### config.mk
export PLATFORM = sky130hd
export DESIGN_NAME = bf3_col_cell
export DESIGN_NICKNAME = d
export VERILOG_FILES = /design/src/bf3_pkg.sv /design/src/bf3_col_cell.sv
export SDC_FILE = /design/constraint.sdc
export NUM_CORES = 1
export LEC_CHECK = 0
export ABC_CLOCK_PERIOD_IN_PS = 6800
export BUFFER_PORTS_ARGS = -buffer_cell sky130_fd_sc_hd__buf_2
export CORE_AREA = 8 8 72 58
export CTS_BUF_LIST = sky130_fd_sc_hd__clkbuf_4 sky130_fd_sc_hd__clkbuf_8
export DETAILED_ROUTE_END_ITERATION = 8
export DIE_AREA = 0 0 80 66
export GPL_TIMING_DRIVEN = 0
export PLACE_DENSITY_LB_ADDON = 0.05
export SLEW_MARGIN = 30
export SYNTH_ARGS = -nofsm -noshare
export SYNTH_HDL_FRONTEND = slang
export SYNTH_SLANG_ARGS = --single-unit
### constraint.sdc
create_clock -name clk -period 6.8 [get_ports clk]
set_clock_uncertainty 0.2 [all_clocks]
set_input_delay 2.04 -clock clk [delete_from_list [all_inputs] [get_ports clk]]
set_output_delay 2.04 -clock clk [all_outputs]
set_load 0.01 [all_outputs]
### src/bf3_pkg.sv
// Shared types and constants of the 3x3 box filter.
// Used by bf3_col_cell and box_filter_3x3_clamped in src; depends on nothing.
package bf3_pkg;

	localparam int BF3_MAX_WIDTH  = 1024;
	localparam int BF3_MAX_HEIGHT = 1024;

	// Configuration register file.
	localparam int CFG_W     = 11;
	localparam int CFG_IDX_W = 2;
	localparam logic [CFG_IDX_W-1:0] REG_IMAGE_WIDTH  = 2'd0;
	localparam logic [CFG_IDX_W-1:0] REG_IMAGE_HEIGHT = 2'd1;
	localparam int RST_WIDTH  = 640;
	localparam int RST_HEIGHT = 480;

	localparam int PIX_W     = 8;
	localparam int COL_SUM_W = 10;
	localparam int SUM_W     = 12;

	// floor(x / 9) == (x * 3641) >> 15 for every x below 32768.
	localparam int PROD_W     = 24;
	localparam int DIV9_MUL   = 3641;
	localparam int DIV9_SHIFT = 15;

	typedef logic [PIX_W-1:0]     pixel_t;
	typedef logic [COL_SUM_W-1:0] col_sum_t;
	typedef logic [SUM_W-1:0]     sum_t;

	// One window column: rows above, at and below the centre row.
	typedef struct packed {
		pixel_t top;
		pixel_t mid;
		pixel_t bot;
	} col_t;

	// Frame border flags of the output pixel in flight.
	typedef struct packed {
		logic top;
		logic bottom;
		logic left;
		logic right;
		logic last;
	} border_t;

	typedef struct packed {
		logic   action;
		pixel_t pixel_value;
	} in_item_t;

	typedef struct packed {
		pixel_t mean_value;
		logic   frame_last;
	} out_item_t;

endpackage

### src/bf3_col_cell.sv
// One column cell of the 3x3 window: holds three pixels, passes them to its
// left neighbor on each shift and forms the column sum with row clamping.
// Depends on bf3_pkg.
module bf3_col_cell (
	input  logic              clk,
	input  logic              shift,
	input  bf3_pkg::col_t     col_in,
	input  logic              top_edge,
	input  logic              bottom_edge,
	output bf3_pkg::col_t     col_out,
	output bf3_pkg::col_sum_t col_sum
);
	import bf3_pkg::*;

	col_t   col_q;
	pixel_t top_pix;
	pixel_t bot_pix;

	always_ff @(posedge clk) begin
		if (shift) begin
			col_q <= col_in;
		end
	end

	// Rows outside the frame repeat the centre row.
	always_comb begin
		top_pix = top_edge ? col_q.mid : col_q.top;
		bot_pix = bottom_edge ? col_q.mid : col_q.bot;
		col_sum = COL_SUM_W'(top_pix) + COL_SUM_W'(col_q.mid) + COL_SUM_W'(bot_pix);
	end

	assign col_out = col_q;

endmodule

After elaboration in Yosys (flattened, before gate mapping)

Cells that the tools add are included.
Widths: inputs -> output; s select.

Add/sub/neg operators: 2
Multiplexer cells: 2

Operator list:

| kind         | number |
|---|---|
| $mux 8       | 2 |
| $add 9x8->10 | 1 |
| $add 8x8->9  | 1 |

Register bits: 24
Bits of input ports: 28

Depth between registers and ports, before layout

Gate-level depths: netlist of the first run.

Depth after elaboration: 3
Gate-level depth with buffers: 10

Worst setup path before layout of the first run

OpenSTA, ideal clock, no wires.

Path type: input to output
From: in top_edge
To: out col_sum[7]
Data arrival time: 4.277 ns
Data required time: 4.560 ns
Slack: 0.283 ns
Cell stages on the path: 9
Path buffers: 1
Cell sequence: buf_2 mux2_2 fa_1 ha_1 fa_1 a21oi_1 nor2b_1 a31oi_1 xnor2_1

Longest elaborated chain between the ends: 3

RTL lines:

| what            | line               | RTL |
|---|---|---|
| start, declared | bf3_col_cell.sv:8  | `input logic top_edge,` |
| $mux 8          | bf3_col_cell.sv:27 | `top_pix = top_edge ? col_q.mid : col_q.top;` |
| $add 8x8->9     | bf3_col_cell.sv:29 | `col_sum = COL_SUM_W'(top_pix) + COL_SUM_W'(col_q.mid) + COL_SUM_W'(bot_pix);` |
| $add 9x8->10    | bf3_col_cell.sv:29 |  |
| end, declared   | bf3_col_cell.sv:11 | `output bf3_pkg::col_sum_t col_sum` |

No other way between the ends.

Worst setup path in the final report of the first run

From: in top_edge
To: out col_sum[8]

The elaborated chain is that of the path after synthesis.

==> impl_metrics.toml, run 1 <==
[placed_design]
place_inst = 190
dp_hpwl_um = 2450
placement.io_buffers = 59
place_congestion = 0.745

[worst_setup_path]
max_stage_delay_ps = 520
worstSetupPathType = "in -> out"
end_kind = "output port"
critical_path_required_ps = 4560
slowest_stage = "fa_1"
worstSetupStartpointType = "primary input"
crit_arrival_ps = 4420
crit_top_cell = "a211oi_1"
crit_start = "top_edge"
path_cells = "clkbuf_4, mux2_2, fa_1, ha_1, a211oi_1, nor3_1, nor4b_2, a211oi_1, buf_2"
path_max_fanout = 8

[cells_and_area]
layout.cells.non_filler = 193
final_layout_size_suffix_gt1_share_pct = 54.2
fin_nets = 199
largest_register_ffs = 24
num-fill-cells = 273
diodes = 0
post-route-util_pct = 57.8
synthToLayoutAreaGrowth_pct = 29.5

[synth]
synth_area_sq_um = 1390
synth_cells = 91
syn-num-nets = 135
yosysUniqueCellTypes = 26
ys_ff_latch = 24
synth_warnings = 0
yosysSeqAreaShare_pct = 51.9
avgSynthCellArea_sq_um = 15.2

[floorplanning]
dieArea_sq_um = 5280
start_util_pct = 44.6
die_h_um = 66
pin_count = 62
rows = 18
dieWidth_um = 80
core_sq_um = 3110

[power]
p_leak_nw = 0.782
ir_worst_vdd_mv = 0.133
power_density_nw_per_um2 = 278

[run]
cap_violations = 0

[global_routing]
antenna_found_initial = 0
grt-ovfl-total = 0
track_usage_pct = 11.4
grt_pass1_vias = 1038
grt_first_pass_wirelength_um = 4680
grt_start_max_net_pins = 25

[clocking]
cts_tree = "done"
clkSlewWorstSetupHoldPaths_ps = 80
htreeDepth = 1
cts_max_path_buffers = 2
cts_buffers = 3
ctsRootBufferMaster = "clkbuf_8"
clock-sinks = 24
post_cts_buffers = 0

[timing]
fmax_ghz = 0.150
fin_crit_ps = 6660
tightest_slew_ps = 525
rsz0062_at_grt = "false"
maxSlewViolCount = 0
slew-limit-headroom_pct = 65.0
hold_viol = 0
fin_crit_sh_pct = 97.9
whs_ps = 1750
setup_viol = 0
setup_tns_ps = 0

[status]
status = "finished clean"

[worst_hold_path]
min_path_type = "in -> reg"
hold_start = "col_in[7]"

[route]
routed_wirelength_um = 2920
dr.first_iter.drc_count = 63
drc = 0
via_count = 935
antenna_left = 0
viasPerCell = 4.84
routedWlPerCell_um = 15.1
firstDrtPassIters = 4
[synth_stat cells]
cell type,instances,area share [%]
edfxtp_1,24,52
mux2_2,12,9.7
fa_1,9,13
ha_1,7,6.3
inv_1,5,1.4
mux2i_1,4,2.9
xnor2_1,4,2.5
a21oi_1,3,1.1
a211oi_1,2,1.1
buf_2,2,0.72
nand2_1,2,0.54
nor2_1,2,0.54
o21bai_1,2,1.1
a21o_1,1,0.54
a21oi_2,1,0.63
a221o_1,1,0.72
a31oi_1,1,0.45
nand2b_1,1,0.45
nand3_1,1,0.36
nor2b_1,1,0.45
nor2b_2,1,0.63
nor2b_4,1,0.99
nor3_1,1,0.36
nor4b_1,1,0.63
o21ai_0,1,0.36
xor2_1,1,0.63
[what timing repair did]
action                                  4_1_cts  5_1_grt
endpoints found under the setup margin        3        4
pin swaps                                     0        1
gates resized for setup                       2        4
hold buffers                                  0        0
[critical path: cells and delay by family]
family,cells,cell delay [ps]
fa+ha+maj,2,860
simple gates,2,420
buf+inv,2,350
compound gates,2,380
mux,1,370
[power by group]
group          internal, mW  switching (mW)  total, mW
Sequential            0.176         0.00745      0.184
Clock                0.0395          0.0407     0.0802
Combinational         0.110           0.126      0.235
[per-stage QoR]
stage	setup slack [ps]	cell area [sq um]	power, mW
floorplan	283	1390	0.338
global placement	5.31	1730	0.414
detailed placement	-13.1	1730	0.421
CTS	15.0	1790	0.506
global route	26.9	1800	0.539
finish	143	1800	0.499
[cell type report]
type,instances,area [sq um],share of cell area (%)
inverter,5,18.8,1.04
timing repair buffer,59,295,16.4
clock buffer,3,41.3,2.30
tap,40,50.0,2.79
multi-input combinational,60,656,36.5
buffer,2,15.0,0.836
sequential,24,721,40.1
[cell usage in the layout, fill, tap and decap left out, types with 2 or more instances in the layout]
master	n
clkbuf_4	2
clkbuf_8	3
ha_1	6
a21oi_1	3
fa_1	8
mux2i_1	4
xnor2_1	4
nor2_1	2
a211oi_1	2
nand2_1	2
buf_2	59
o21bai_1	2
edfxtp_1	24
inv_1	5
mux2_2	12
[cell families after synthesis]
kind of cell,Yosys count,share of synthesized area (%)
and+or+nand+nor,11,4.96
xor gates and xnor gates,5,3.16
DFF,24,51.9
buffers and inverters,7,2.07
adders and majority gates,16,19.3
muxes,16,12.6
AOI/OAI and AO/OA,12,5.95
[layer usage]
metal / wire length [um] / share of wire, % / vias to the layer above / GRT usage, %
met1: 1240 / 42 / 430 / 13.1
met3: 328 / 11 / 4 / 5.30
met4: 27 / 0.93 / 0 / 3.39
li1: - / - / 461 / -
met2: 1320 / 45 / 40 / 18.6
met5: 0 / 0 / - / 0
[worst paths after layout]
kind                endpoint  depth (start not counted)
hold / removal    col_out[7]                          1
setup / recovery  col_sum[8]                          9
No activity file was read; power rests on OpenSTA's default activity.
==> inputs of run 2 (changes only) <==
--- a/config.mk
+++ b/config.mk
@@ -5,6 +5,7 @@
 export SDC_FILE = /design/constraint.sdc
 export NUM_CORES = 1
 export LEC_CHECK = 0
+export ABC_AREA = 1
 export ABC_CLOCK_PERIOD_IN_PS = 6800
 export BUFFER_PORTS_ARGS = -buffer_cell sky130_fd_sc_hd__buf_2
 export CORE_AREA = 8 8 72 58
==> impl_metrics.toml, run 2 <==
[synth]
muxShareOfSynthArea_pct = 9.42
synth_common_cells = "edfxtp_1, nand2_1, inv_1"
synth_edf_count = 24
synth-main-ff-cell = "edfxtp_1"
syn-num-nets = 159
synth_area_leaders = "edfxtp_1, fa_1, mux2_1, nand2_1, ha_1"
yosys.area_share.adder_pct = 18.7
yosys.area_share.simple_pct = 12.2
synth_warnings = 0
async_flop_share_pct = 0
yosys.area.top_type = "edfxtp_1"
yosysUniqueCellTypes = 19
avgSynthCellArea_sq_um = 12.5
synth_top_family_by_area = "adder cells"
synth_area_sq_um = 1440
synth_top_cell_area_share_pct = 50.2
synth_cells = 115
ys_ff_latch = 24
yosysSeqAreaShare_pct = 50.2
synthXorXnorAreaFrac_pct = 1.83
synth_compound_area_share_pct = 3.31

[clocking]
cts_max_path_buffers = 2
clock-sinks = 24
cts_resized = 0
post_cts_buffers = 0
cts_tree = "done"
cts-hold-fix-buffers = 0
cts_buffers = 3
htreeDepth = 1
clkSlewWorstSetupHoldPaths_ps = 70
ctsRootBufferMaster = "clkbuf_8"

[timing]
slew-limit-headroom_pct = 66.7
fin_crit_sh_pct = 96.2
tightest_slew_ps = 500
setup_viol = 0
setup_tns_ps = 0
maxSlewViolCount = 0
whs_ps = 1750
finalWorstSetupSlack_ps = 261
hold_viol = 0
fmax_ghz = 0.153
fin_crit_ps = 6540
rsz0062_at_grt = "false"

[worst_setup_path]
crit_top_cell = "nand2_1"
slowest_stage = "fa_1"
crit_start = "top_edge"
worstSetupPathType = "in -> out"
crit_end = "col_sum[7]"
path_max_fanout = 10
path_cells = "buf_2, mux2_1, fa_1, ha_1, fa_1, nand2_1, nand2_2, nand3b_4, nand2_2, nand2_1, nand2_1, buf_2"
end_kind = "output port"
cp_num_cells = 12
worst-path-buf-inv = 2
crit_arrival_ps = 4300
worstSetupStartpointType = "primary input"
critical_path_required_ps = 4560
crit_family = "adder cells"
max_stage_delay_ps = 460

[placed_design]
dp_hpwl_um = 2580
dp_slack_ps = 236
place_congestion = 0.708
placed_area_sq_um = 1780
place_inst = 214
placement.io_buffers = 59

[cells_and_area]
fin_nets = 223
largest_register_ffs = 24
final_layout_size_suffix_gt1_share_pct = 40.1
num-fill-cells = 289
register_area_sq_um = 721
synthToLayoutAreaGrowth_pct = 26.9
diodes = 0
post-route-util_pct = 58.6
design_area_sq_um = 1820
multi_input_area_sq_um = 652
layout.cells.non_filler = 217
final_common_cell = "buf_2"
final_cell_mix = "buf_2, nand2_1, edfxtp_1"

[run]
cap_violations = 0

[floorplanning]
core_sq_um = 3110
rows = 18
start_util_pct = 46.2
pin_count = 62
dieWidth_um = 80
die_h_um = 66
dieArea_sq_um = 5280

[global_routing]
antenna_found_initial = 0
grt_pass1_vias = 1147
grt_first_pass_wirelength_um = 4910
grt_start_max_net_pins = 25
track_usage_pct = 12.0
grt-ovfl-total = 0

[power]
p_leak_nw = 0.871
ir_worst_vdd_mv = 0.166
p_total_uw = 495
power_density_nw_per_um2 = 272

[route]
routedWlPerCell_um = 14.2
via_count = 1018
antenna_left = 0
drc = 0
dr.first_iter.drc_count = 19
viasPerCell = 4.69
firstDrtPassIters = 4
routed_wirelength_um = 3070

[status]
status = "finished clean"

[worst_hold_path]
min_path_type = "in -> reg"
## run 2: final cells by class
type,count,share of cell area (%)
Timing Repair Buffer,59,16.2
Multi-Input combinational cell,75,35.8
Clock buffer,3,2.27
Sequential cell,24,39.6
Inverter,14,2.88
Tap cell,40,2.75
Buffer,2,0.549
## run 2: kinds of logic after synthesis
| logic type | after synthesis |
|---|---|
| xor+xnor | 3 |
| mux | 12 |
| flops | 24 |
| simple gates | 36 |
| fa+ha+maj | 16 |
| buf+inv | 16 |
| compound gates | 8 |
## run 2: metal layers
metal	routed length, um	global-route usage [%]	vias to the layer above
met3	245	4.21	4
met5	0	0	-
met1	1210	12.1	470
met2	1590	22.3	33
li1	-	-	511
met4	27	4.07	0
## run 2: worst min path at each step
stage | from | endpoint | slack, ps | depth (start not counted)
floorplan | col_in[0] | col_out[0] | 1940 | 0
global placement | col_in[7] | col_out[7] | 2020 | 1
detailed placement | col_in[6] | col_out[6] | 2020 | 1
CTS | col_in[0] | col_out[0] | 1750 | 1
global route | col_in[22] | col_out[22] | 1740 | 1
finish | col_in[9] | col_out[9] | 1750 | 1
## run 2: power by group
group | internal, mW | leakage, nW | total, mW | switching [mW]
logic | 0.103 | 0.615 | 0.233 | 0.131
registers | 0.176 | 0.235 | 0.183 | 0.00714
clock network | 0.0395 | 0.0216 | 0.0787 | 0.0392
total | 0.318 | 0.871 | 0.495 | 0.177
==> inputs of run 3 (changes only) <==
--- a/config.mk
+++ b/config.mk
@@ -13,7 +13,7 @@
 export DETAILED_ROUTE_END_ITERATION = 8
 export DIE_AREA = 0 0 80 66
 export GPL_TIMING_DRIVEN = 0
-export PLACE_DENSITY_LB_ADDON = 0.05
+export PLACE_DENSITY = 0.89
 export SLEW_MARGIN = 30
 export SYNTH_ARGS = -nofsm -noshare
 export SYNTH_HDL_FRONTEND = slang
==> impl_metrics.toml, run 3 (synthesis gave the netlist of run 2 again) <==
[status]
status = "finished clean"

[clocking]
cts_tree = "done"
cts_max_path_buffers = 2
ctsRootBufferMaster = "clkbuf_8"
post_cts_buffers = 0
cts_resized = 0
clkSlewWorstSetupHoldPaths_ps = 80
cts-hold-fix-buffers = 0
clock-sinks = 24
htreeDepth = 1
cts_buffers = 3

[global_routing]
global_route.usage.met3_pct = 4.89
grt-ovfl-total = 0
grt_pass1_vias = 1146
grt_use_met1_pct = 13.7
grt_start_max_net_pins = 25
grt.met2_usage_pct = 21.7
antenna_found_initial = 0
track_usage_pct = 12.7
top_usage_layer = "met2"
grt_first_pass_wirelength_um = 5130

[worst_setup_path]
path_cells = "buf_2, mux2_1, fa_1, ha_1, fa_1, nand2_1, nand2_2, nand3b_4, nand2_2, nand2_1, nand2_1, buf_2"
critical_path_required_ps = 4560
slowest_stage = "fa_1"
path_max_fanout = 10
worstSetupPathType = "in -> out"
end_kind = "output port"
max_stage_delay_ps = 460
crit_top_cell = "nand2_1"
crit_arrival_ps = 4280
worstSetupStartpointType = "primary input"

[floorplanning]
dieArea_sq_um = 5280
core_sq_um = 3110
pin_count = 62
die_h_um = 66
start_util_pct = 46.2
dieWidth_um = 80
rows = 18

[placed_design]
placement.io_buffers = 59
place_congestion = 0.810
dp_hpwl_um = 2730

[timing]
setup_viol = 0
fin_crit_ps = 6520
fin_crit_sh_pct = 95.9
tightest_slew_ps = 518
hold_viol = 0
rsz0062_at_grt = "false"
whs_ps = 1750
maxSlewViolCount = 0
fmax_ghz = 0.153
slew-limit-headroom_pct = 65.5
setup_tns_ps = 0

[route]
viasPerCell = 4.73
routed_wirelength_um = 3280
dr.first_iter.drc_count = 22
routedWlPerCell_um = 15.0
firstDrtPassIters = 4
via_count = 1032
antenna_left = 0
drc = 0

[cells_and_area]
diodes = 0
post-route-util_pct = 59.6
synthToLayoutAreaGrowth_pct = 29.0
largest_register_ffs = 24
fin_nets = 223
final_cell_mix = "buf_2, nand2_1, edfxtp_1"
final_common_cell = "buf_2"
final_layout_size_suffix_gt1_share_pct = 40.4
num-fill-cells = 240

[worst_hold_path]
whs_endpoint = "col_out[18]"
min_path_type = "in -> reg"
hold_start = "col_in[18]"
hold_depth = 1

[power]
power_density_nw_per_um2 = 294
ir_worst_vdd_mv = 0.188
p_leak_nw = 0.885
p_total_uw = 545

[run]
cap_violations = 0
[run 3: changes by cell type in the layout (fill, tap and decap cells not counted), sizes merged]
| cell | change |
|---|---|
| bufinv | +1 |
[run 3: routing by layer]
layer	vias up	wire, um
met3	4	258
met4	0	60
met2	37	1560
met1	479	1400
met5	-	0
li1	512	-
[run 3: area by class of cell]
class / instances / area [sq um] / share of cell area [%]
Sequential cell: 24 / 721 / 38.9
Multi-Input combinational cell: 75 / 652 / 35.2
Timing Repair Buffer: 59 / 295 / 15.9
Inverter: 14 / 52.6 / 2.84
Tap cell: 40 / 50.0 / 2.70
Clock buffer: 3 / 41.3 / 2.23
Clock inverter: 1 / 30.0 / 1.62
Buffer: 2 / 10.0 / 0.541
[run 3: worst max path at each step]
stage / start / depth (start not counted) / slack [ps] / to
5_1_grt: top_edge / 12 / 160 / col_sum[7]
4_1_cts: top_edge / 12 / 250 / col_sum[7]
3_5_place_dp: top_edge / 12 / 250 / col_sum[7]
3_3_place_gp: top_edge / 12 / 310 / col_sum[7]
6_report: top_edge / 12 / 280 / col_sum[7]
2_1_floorplan: top_edge / 10 / 500 / col_sum[7]
[run 3: critical path: cells and delay by family]
kind          cells  cell delay [ps]
simple gates      6              410
fa+ha+maj         3             1110
buf+inv           2              340
mux               1              370
[run 3: per-stage QoR]
| step | instance area [sq um] | setup slack (ps) | cells |
|---|---|---|---|
| finish | 1850 | 276 | 218 |
| global placement | 1780 | 310 | 214 |
| detailed placement | 1780 | 254 | 214 |
| floorplan | 1440 | 502 | 115 |
| CTS | 1850 | 254 | 218 |
| global route | 1850 | 158 | 218 |
[run 3: power breakdown]
group | switching, mW | internal [mW] | total, mW
combinational | 0.137 | 0.103 | 0.240
sequential | 0.00735 | 0.176 | 0.183
clock | 0.0434 | 0.0786 | 0.122
total | 0.188 | 0.358 | 0.545
